===== src/hw/rtl/n2a_pkg.sv =====
// Shared types, constants and helpers of the number to ASCII formatter.
package n2a_pkg;

    localparam int BIN_W      = 32;
    localparam int DEC_DIGITS = 10;
    localparam int DIG_W      = DEC_DIGITS * 4;
    localparam int CNT_W      = $clog2(DEC_DIGITS + 1);
    localparam int BIT_CNT_W  = $clog2(BIN_W);

    localparam logic [CNT_W-1:0] HEX_BYTE_DIGITS = CNT_W'(2);
    localparam logic [CNT_W-1:0] HEX_WORD_DIGITS = CNT_W'(8);

    localparam logic [1:0] OP_HEX_BYTE = 2'd0;
    localparam logic [1:0] OP_HEX_WORD = 2'd1;
    localparam logic [1:0] OP_DEC      = 2'd2;

    localparam logic [7:0] ASCII_DIGIT_BASE  = 8'h30;
    localparam logic [7:0] ASCII_LETTER_BASE = 8'h37;
    localparam logic [3:0] NIBBLE_MAX_DIGIT  = 4'd9;

    typedef enum logic [1:0] {
        ST_IDLE,
        ST_CONV,
        ST_SKIP,
        ST_EMIT
    } n2a_state_t;

    typedef struct packed {
        logic load_hex;
        logic hex_byte;
        logic load_dec;
        logic shift;
    } n2a_cmd_t;

    typedef struct packed {
        logic       conv_busy;
        logic [3:0] top_digit;
    } n2a_stat_t;

    function automatic logic [7:0] nib_to_ascii(input logic [3:0] nib);
        logic [7:0] ch;
        if (nib <= NIBBLE_MAX_DIGIT)
        begin
            ch = ASCII_DIGIT_BASE + {4'b0, nib};
        end
        else
        begin
            ch = ASCII_LETTER_BASE + {4'b0, nib};
        end
        return ch;
    endfunction

endpackage


===== src/hw/rtl/n2a_num_if.sv =====
// Request channel carrying a format code and the number to format.
interface n2a_num_if
    import n2a_pkg::*;
();
    logic             valid;
    logic             ready;
    logic [1:0]       opcode;
    logic [BIN_W-1:0] value;

    modport source (output valid, output opcode, output value, input ready);
    modport sink   (input valid, input opcode, input value, output ready);
endinterface


===== src/hw/rtl/n2a_text_if.sv =====
// Request channel carrying one ASCII character and its end-of-number marker.
interface n2a_text_if
    import n2a_pkg::*;
();
    logic       valid;
    logic       ready;
    logic [7:0] text_char;
    logic       last_char;

    modport source (output valid, output text_char, output last_char, input ready);
    modport sink   (input valid, input text_char, input last_char, output ready);
endinterface


===== src/hw/rtl/number_to_ascii_formatter.sv =====
// Top level of the number to ASCII formatter.
// Accepts one number with a format code and sends its text one character per output
// request, most significant first, with last_char set on the final one. Format 0 gives
// two hex digits of the low byte, format 1 eight hex digits, format 2 unsigned decimal
// without leading zeros; format 3 is accepted and produces nothing. One number is
// handled at a time: a hex number is accepted and then its characters are sent;
// a decimal number is accepted, its 32 input bits pass through the bit-serial binary to BCD
// converter (one input bit per cycle), the end of conversion is seen, suppressed
// leading zeros are shifted out, the first digit is found and the characters are
// sent. A new number is accepted while the last character still waits in the output
// register.
module number_to_ascii_formatter
    import n2a_pkg::*;
(
    input  logic        clk,
    input  logic        rst_n,
    n2a_num_if.sink     number,
    n2a_text_if.source  text
);

    n2a_state_t       state_reg;
    n2a_state_t       state_next;
    logic [CNT_W-1:0] count_reg;
    logic [CNT_W-1:0] count_next;
    logic             out_valid_reg;
    logic [7:0]       char_reg;
    logic             last_reg;
    n2a_cmd_t         cmd;
    n2a_stat_t        stat;
    logic             in_take;
    logic             out_free;
    logic             out_load;
    logic             skip_zero;

    assign number.ready = (state_reg == ST_IDLE);
    assign in_take      = number.valid && number.ready;
    assign out_free     = !out_valid_reg || text.ready;
    assign skip_zero    = (stat.top_digit == 4'd0) && (count_reg > CNT_W'(1));

    n2a_digits u_digits (
        .clk   (clk),
        .rst_n (rst_n),
        .cmd   (cmd),
        .value (number.value),
        .stat  (stat)
    );

    always_comb
    begin
        state_next = state_reg;
        count_next = count_reg;
        case (state_reg)
            ST_IDLE:
            begin
                if (in_take)
                begin
                    case (number.opcode)
                        OP_HEX_BYTE:
                        begin
                            state_next = ST_EMIT;
                            count_next = HEX_BYTE_DIGITS;
                        end
                        OP_HEX_WORD:
                        begin
                            state_next = ST_EMIT;
                            count_next = HEX_WORD_DIGITS;
                        end
                        OP_DEC:
                        begin
                            state_next = ST_CONV;
                            count_next = CNT_W'(DEC_DIGITS);
                        end
                        default:
                        begin
                            state_next = ST_IDLE;
                        end
                    endcase
                end
            end
            ST_CONV:
            begin
                if (!stat.conv_busy)
                begin
                    state_next = ST_SKIP;
                end
            end
            ST_SKIP:
            begin
                if (skip_zero)
                begin
                    count_next = count_reg - 1'b1;
                end
                else
                begin
                    state_next = ST_EMIT;
                end
            end
            ST_EMIT:
            begin
                if (out_free)
                begin
                    count_next = count_reg - 1'b1;
                    if (count_reg == CNT_W'(1))
                    begin
                        state_next = ST_IDLE;
                    end
                end
            end
            default:
            begin
                state_next = ST_IDLE;
            end
        endcase
    end

    always_comb
    begin
        cmd      = '0;
        out_load = 1'b0;
        case (state_reg)
            ST_IDLE:
            begin
                if (in_take)
                begin
                    cmd.load_hex = (number.opcode == OP_HEX_BYTE) ||
                                   (number.opcode == OP_HEX_WORD);
                    cmd.hex_byte = (number.opcode == OP_HEX_BYTE);
                    cmd.load_dec = (number.opcode == OP_DEC);
                end
            end
            ST_SKIP:
            begin
                cmd.shift = skip_zero;
            end
            ST_EMIT:
            begin
                cmd.shift = out_free;
                out_load  = out_free;
            end
            default:
            begin
                cmd = '0;
            end
        endcase
    end

    always_ff @(posedge clk or negedge rst_n)
    begin
        if (!rst_n)
        begin
            state_reg     <= ST_IDLE;
            count_reg     <= '0;
            out_valid_reg <= 1'b0;
        end
        else
        begin
            state_reg <= state_next;
            count_reg <= count_next;
            if (out_load)
            begin
                out_valid_reg <= 1'b1;
            end
            else if (text.ready)
            begin
                out_valid_reg <= 1'b0;
            end
        end
    end

    always_ff @(posedge clk)
    begin
        if (out_load)
        begin
            char_reg <= nib_to_ascii(stat.top_digit);
            last_reg <= (count_reg == CNT_W'(1));
        end
    end

    assign text.valid     = out_valid_reg;
    assign text.text_char = char_reg;
    assign text.last_char = last_reg;

    // The converter only runs while a decimal number is in progress.
    assert property (@(posedge clk) disable iff (!rst_n)
        stat.conv_busy |-> (state_reg == ST_CONV))
        else $error("BCD converter busy outside conversion");

    // Every character sent is a hex digit or a decimal digit.
    assert property (@(posedge clk) disable iff (!rst_n)
        text.valid |-> ((text.text_char >= 8'h30 && text.text_char <= 8'h39) ||
                        (text.text_char >= 8'h41 && text.text_char <= 8'h46)))
        else $error("Output character is not a hex digit");

    // While characters are being sent there is always at least one left.
    assert property (@(posedge clk) disable iff (!rst_n)
        ((state_reg == ST_EMIT) || (state_reg == ST_SKIP)) |->
            (count_reg != '0) && (count_reg <= CNT_W'(DEC_DIGITS)))
        else $error("Digit count out of range");

    // Leaving the emit phase coincides with loading the final character.
    assert property (@(posedge clk) disable iff (!rst_n)
        (state_reg == ST_EMIT && state_next == ST_IDLE) |=> (text.valid && text.last_char))
        else $error("Final character not marked");

endmodule


===== src/hw/rtl/n2a_digits.sv =====
// Digit shift register with a bit-serial double-dabble binary to BCD converter.
module n2a_digits
    import n2a_pkg::*;
(
    input  logic             clk,
    input  logic             rst_n,
    input  n2a_cmd_t         cmd,
    input  logic [BIN_W-1:0] value,
    output n2a_stat_t        stat
);

    logic [DIG_W-1:0]     dig_reg;
    logic [DIG_W-1:0]     dig_next;
    logic [BIN_W-1:0]     bin_reg;
    logic [BIN_W-1:0]     bin_next;
    logic [BIT_CNT_W-1:0] bit_cnt_reg;
    logic [BIT_CNT_W-1:0] bit_cnt_next;
    logic                 busy_reg;
    logic                 busy_next;
    logic [DIG_W-1:0]     adjusted;

    // Each BCD digit of five or more gets three added before the next shift.
    always_comb
    begin
        for (int i = 0; i < DEC_DIGITS; i++)
        begin
            if (dig_reg[i*4 +: 4] >= 4'd5)
            begin
                adjusted[i*4 +: 4] = dig_reg[i*4 +: 4] + 4'd3;
            end
            else
            begin
                adjusted[i*4 +: 4] = dig_reg[i*4 +: 4];
            end
        end
    end

    always_comb
    begin
        dig_next     = dig_reg;
        bin_next     = bin_reg;
        bit_cnt_next = bit_cnt_reg;
        busy_next    = busy_reg;
        if (cmd.load_hex)
        begin
            if (cmd.hex_byte)
            begin
                dig_next = {value[7:0], (DIG_W - 8)'(0)};
            end
            else
            begin
                dig_next = {value, (DIG_W - BIN_W)'(0)};
            end
        end
        else if (cmd.load_dec)
        begin
            dig_next     = '0;
            bin_next     = value;
            bit_cnt_next = BIT_CNT_W'(BIN_W - 1);
            busy_next    = 1'b1;
        end
        else if (busy_reg)
        begin
            dig_next     = {adjusted[DIG_W-2:0], bin_reg[BIN_W-1]};
            bin_next     = {bin_reg[BIN_W-2:0], 1'b0};
            bit_cnt_next = bit_cnt_reg - 1'b1;
            if (bit_cnt_reg == '0)
            begin
                busy_next = 1'b0;
            end
        end
        else if (cmd.shift)
        begin
            dig_next = {dig_reg[DIG_W-5:0], 4'b0};
        end
    end

    always_ff @(posedge clk or negedge rst_n)
    begin
        if (!rst_n)
        begin
            busy_reg <= 1'b0;
        end
        else
        begin
            busy_reg <= busy_next;
        end
    end

    always_ff @(posedge clk)
    begin
        dig_reg     <= dig_next;
        bin_reg     <= bin_next;
        bit_cnt_reg <= bit_cnt_next;
    end

    assign stat.conv_busy = busy_reg;
    assign stat.top_digit = dig_reg[DIG_W-1 -: 4];

endmodule

===== src/flat_wrapper.sv =====
// flat-port wrapper written by rule: the top's interface ports become plain ports
module number_to_ascii_formatter_flat import n2a_pkg::*;
  (clk, rst_n, number_valid, number_opcode, number_value, number_ready, text_valid, text_text_char, text_last_char, text_ready);
  n2a_num_if number_i ();
  n2a_text_if text_i ();
  input  logic clk;
  input  logic rst_n;
  input wire logic [$bits(number_i.valid)-1:0] number_valid;
  input wire logic [$bits(number_i.opcode)-1:0] number_opcode;
  input wire logic [$bits(number_i.value)-1:0] number_value;
  output wire logic [$bits(number_i.ready)-1:0] number_ready;
  output wire logic [$bits(text_i.valid)-1:0] text_valid;
  output wire logic [$bits(text_i.text_char)-1:0] text_text_char;
  output wire logic [$bits(text_i.last_char)-1:0] text_last_char;
  input wire logic [$bits(text_i.ready)-1:0] text_ready;
  assign number_i.valid = number_valid;
  assign number_i.opcode = number_opcode;
  assign number_i.value = number_value;
  assign number_ready = number_i.ready;
  assign text_valid = text_i.valid;
  assign text_text_char = text_i.text_char;
  assign text_last_char = text_i.last_char;
  assign text_i.ready = text_ready;
  number_to_ascii_formatter u_core (.clk(clk), .rst_n(rst_n), .number(number_i), .text(text_i));
endmodule

===== config.mk =====
export PLATFORM = sky130hd
export DESIGN_NAME = number_to_ascii_formatter_flat
export DESIGN_NICKNAME = d
export VERILOG_FILES = /design/src/hw/rtl/n2a_pkg.sv /design/src/hw/rtl/n2a_num_if.sv /design/src/hw/rtl/n2a_text_if.sv /design/src/hw/rtl/number_to_ascii_formatter.sv /design/src/hw/rtl/n2a_digits.sv /design/src/flat_wrapper.sv
export SDC_FILE = /design/constraint.sdc
export NUM_CORES = 1
export LEC_CHECK = 0
export ABC_AREA = 1
export ABC_CLOCK_PERIOD_IN_PS = 3400
export BUFFER_PORTS_ARGS = -buffer_cell sky130_fd_sc_hd__clkbuf_2
export CAP_MARGIN = 20
export CORE_MARGIN = 4
export CORE_UTILIZATION = 30
export DETAILED_ROUTE_END_ITERATION = 6
export GPL_ROUTABILITY_DRIVEN = 0
export PLACE_DENSITY_LB_ADDON = 0.1
export SETUP_SLACK_MARGIN = 0.3
export SKIP_LAST_GASP = 1
export SLEW_MARGIN = 20
export SYNTH_ARGS = -nofsm -noshare
export SYNTH_HDL_FRONTEND = slang
export SYNTH_HIERARCHICAL = 1
export SYNTH_SLANG_ARGS = --single-unit
export TNS_END_PERCENT = 100

===== constraint.sdc =====
create_clock -name clk -period 3.4 [get_ports clk]
set_clock_uncertainty 0.15 [all_clocks]
set_input_delay 0.34 -clock clk [delete_from_list [all_inputs] [get_ports clk]]
set_output_delay 0.34 -clock clk [all_outputs]
set_load 0.02 [all_outputs]

Word level (Yosys, flattened, before mapping)
Cells that the tools add are included.
Cells by class
  $add $sub $neg: 14
  multiplexer cells: 40
  equality and inequality tests: 13
  reductions and logical operators: 17
  order comparisons: 12
  bitwise gates (word level): 1
Operators by type and width (number)
  $mux W40: 5
  $mux W32: 2
  $mux W4: 12
  $ge A4 B3 Y1 const B: 10
  $add A4 B2 Y4 const B: 9
  $pmux W4 S3: 2
  $add A6 B4 Y7 const A: 2
  $mux W2: 5
  $reduce_and A5 Y1: 2
  $mux W3: 3
  $mux W8: 1
  $pmux W2 S4: 1
  $eq A2 B2 Y1 const B: 3
  $mux W1: 6
  $ne A2 B1 Y1 const B: 3
  $ne A2 B2 Y1 const B: 3
  $logic_not A5 Y1: 1
  $mux W5: 1
  $sub A5 B1 Y5 const B: 1
  $eq A2 B1 Y1 const B: 2
  $eq A4 B1 Y1 const B: 1
  $gt A4 B1 Y1 const B: 1
  $le A4 B4 Y1 const B: 1
  $logic_not A2 Y1: 2
  other kinds (15): 18
Storage, ports and cells
  register bits after elaboration: 94
  input port bits: 38
  word-level logic and storage cells: 106
  output and inout port bits: 11

Depth between registers and ports, before layout
  depth in word-level cells: 7
  mapped depth: 13
  gate-level depth less buffers: 11

Hierarchy
The synthesis kept the hierarchy.
By module, submodules not included
  n2a_digits: area each 4916.0 µm², sequential area each 2337.2 µm², instances 1, cells each 626
  number_to_ascii_formatter: area each 1091.0 µm², sequential area each 415.4 µm², instances 1, cells each 128

Least setup slack after synthesis
Ideal clock, no wire load.
  path type: reg-to-reg
  start point: register u_core.state_reg[0]
  end point: register u_core.u_digits.bin_reg[0], enable pin
  arrival: 3199 ps
  library setup time: 432 ps
  cell stages (with the launch flop): 11
  period minus slack after synthesis: 3781 ps
  slack: -381 ps
  buffers on the path: 2
  data required time: 2818 ps
  cells stage by stage: dfrtp_1 > inv_1 > ha_1 > nand2_1 > nor2_1 > buf_6 > inv_1 > nand2_4 > inv_2 > buf_6 > nor2_1
RTL lines
  from (decl): RTL line number_to_ascii_formatter.sv:21  | n2a_state_t state_reg;
  from (signal assigned): RTL line number_to_ascii_formatter.sv:157  | state_reg <= state_next;
  to (signal assigned): RTL line n2a_digits.sv:93  | bin_reg <= bin_next;
  to (decl): RTL line n2a_digits.sv:14  | logic [BIN_W-1:0] bin_reg;

==> impl_metrics.toml <==
[outcome]
outcome = "finished clean"

[setup_path]
path_delay_family = "buffers and inverters"
worstSetupPathType = "flip-flop to flip-flop"
crit_fanout = 37
cp.arrival_ns = 2.45
path_cells = "inv_1 -> ha_1 -> nand2_1 -> nor2_2 -> inv_1 -> nand2_4 -> inv_2 -> nor2_4 -> buf_4"
reg2regPathDepth = 9
worst_path_most_repeated_cell = "inv_1"
crit_path_start_kind = "flip-flop"
rrSetupSlack_ns = 0.79
max_stage_delay_ns = 0.43
r2r-start = "u_core/state_reg[0]"
end_kind = "flip-flop"
r2r-end = "u_core/u_digits/bin_reg[0]"
worst-endpoint-required_ns = 3.23
crit_start = "u_core/state_reg[0]"
crit_path_top_delay_cell = "dfrtp_1"
critPathBufInv = 4

[synthesis]
synth_top_area_share = 0.425
yosys.area_share.simple = 0.296
synth_mux_area_frac = 0
synth_fa_ha_area_frac = 0.0792
yosysMostFrequentCell = "nand2_1"
seq_area_frac_synth = 0.458
synth_nets = 830
ys_types = 37
synth_xor_area_frac = 0.00292
ys_seq_elements = 93
synth_edf_count = 85
synthArstFlopShare = 0.0860
synthTopCellsByArea = "edfxtp_1, nand2_1, ha_1"
synth.avg_cell_area_um2 = 7.97
synth_area_um2 = 6010
yosys.area.top_type = "edfxtp_1"
syn_inst = 754
synth_flop_cell = "edfxtp_1"
synth_compound_area_frac = 0.0819
ys_warn_count = 6
synth_top_family_by_area = "simple AND/OR/NAND/NOR gates"
synth_commonest_cells = "nand2_1, edfxtp_1, inv_1"

[clocking]
clock_sink_count = 93
clockBufferDepth = 2
cts_hold_buf = 1
cts_tree = "done"
postCtsSetupBuffers = 0
clkLatencyLatePin_ns = 0.34
htree_levels = 3
cts_resized = 0
root_buffer = "clkbuf_16"
path_clk_slew_ns = 0.07
cts_buffers = 9

[power]
switching_share = 0.433
p_leak_uw = 0.00326
intPower_uw = 3940
peakVddDrop_uv = 305
pwr-share-clk = 0.158
powerDensity_nw_per_um2 = 1020
seq_power_share = 0.375
p_switching_uw = 3010
combPwrFrac = 0.466
p_total_uw = 6950

[timing]
setup_viol = 0
slew_violations = 0
hold_violations = 0
min_period_ns = 2.61
rsz0062_at_grt = "false"
setup-tns-final_ns = 0
fmax_mhz = 383
slew_headroom = 0.581
holdWs_ns = 0.136
tightest_slew_ns = 0.627
finalCritPeriodShare = 0.768

[routing]
viasPerCell = 4.61
met1Wirelength_mm = 7.40
routed-wl-met3_um = 705
top_layer_used = "met4"
drt_first_pass_iters = 5
drc = 0
drt-initial-drc-count = 244
post_drt_wl_per_cell_um = 13.8
drt-total-wl_mm = 14.7
ant_nets = 0
wl_met2_mm = 6.39
num_vias = 4914

[floorplan]
dieArea_um2 = 22400
chipHeight_um = 150
floorplan.initialDensity = 0.307
ios = 49
core-area_um2 = 19600
die_x_um = 150
std_cell_rows = 51

[grt]
grt_overflow = 0
antenna_found_initial = 0
first_global_vias = 4781
grt_pass1_wl_mm = 23.8
track_usage = 0.134
grt_max_degree = 38

[finish]
diodes = 0
area_growth_pct = 13.4
drive_gt1_frac = 0.116
stdcell_area_um2 = 6810
fin_nets = 872
largest_reg_flops = 40
layout.cells.non_filler = 1066

[worst_hold_path]
holdCritPathClass = "input pin to flip-flop"
min_to = "u_core/text.valid"
hold_start = "text_ready"
holdPathStages = 4

[flow_run]
maxCapViolations = 0

[placement]
dp_cells = 1049
io_buffers = 47
dpl_cell_area_um2 = 6480
hpwl_mm = 10.9
## per-layer routing
metal,up-vias,GRT usage
met5,-,0
met4,0,0.0316
met3,13,0.0267
met2,102,0.205
met1,2263,0.194
li1,2536,-
## power groups by stage
stage               Combinational [uW]  Sequential [uW]  Clock, uW
global placement                  3190             2620          0
CTS                               3270             2610       1140
detailed placement                3250             2630          0
floorplan                         2580             2530          0
finish                            3240             2610       1100
global route                      3780             2690       1180
## final cells by class
cell class              instances  area, um2
inverters                      83        312
well taps                     265        332
clock buffers                   9        225
flip-flops and latches         93       2750
clock inverters                 7       98.8
multi-input cells             552       2780
repair buffers                 57        313
fillers                      2094      12800
## through the flow
step / utilization / setup slack, ns
2_1_floorplan: - / 0.348
3_3_place_gp: 0.331 / 0.880
3_5_place_dp: 0.331 / 0.761
4_1_cts: 0.348 / 0.739
5_1_grt: 0.348 / 0.580
6_report: 0.348 / 0.787
## worst max-delay path by stage
stage | endpoint | slack (ns) | cells after the start
3_3_place_gp | u_core/u_digits/bit_cnt_reg[4] | 0.88 | 9
3_5_place_dp | u_core/u_digits/bin_reg[31] | 0.76 | 9
2_1_floorplan | u_core/u_digits/dig_reg[0] | 0.35 | 7
5_1_grt | u_core/u_digits/bin_reg[0] | 0.58 | 9
4_1_cts | u_core/u_digits/bin_reg[2] | 0.74 | 9
6_report | u_core/u_digits/bin_reg[0] | 0.79 | 9
## tightest hold or removal path, cell delays in order
cell and delay, ns:
clkbuf_2 0.08, inv_1 0.05, nand2_1 0.07, nand2_1 0.05
## placed cells by master (no fill, tap or decap), drive strengths merged
master,n
nand2,307
edfxtp,85
inv,84
clkbuf,56
nand3,48
nor2,46
o21ai,40
ha,38
a21oi,36
nand4,18
buf,9
dfrtp,8
o21bai,6
clkinv,3
bufinv,2
xor2,2
nand3b,2
o22ai,2
clkinvlp,1
dlygate4sd3,1
nor3b,1
a21boi,1
or2,1
conb,1
o211ai,1
a211oi,1
a41oi,1
## cells by family after synthesis
group,after synthesis
fa+ha+maj,38
xor+xnor,2
flops,93
simple gates,423
other cells,1
buf+inv,109
compound gates,88
(Power assumes the default switching activity.)
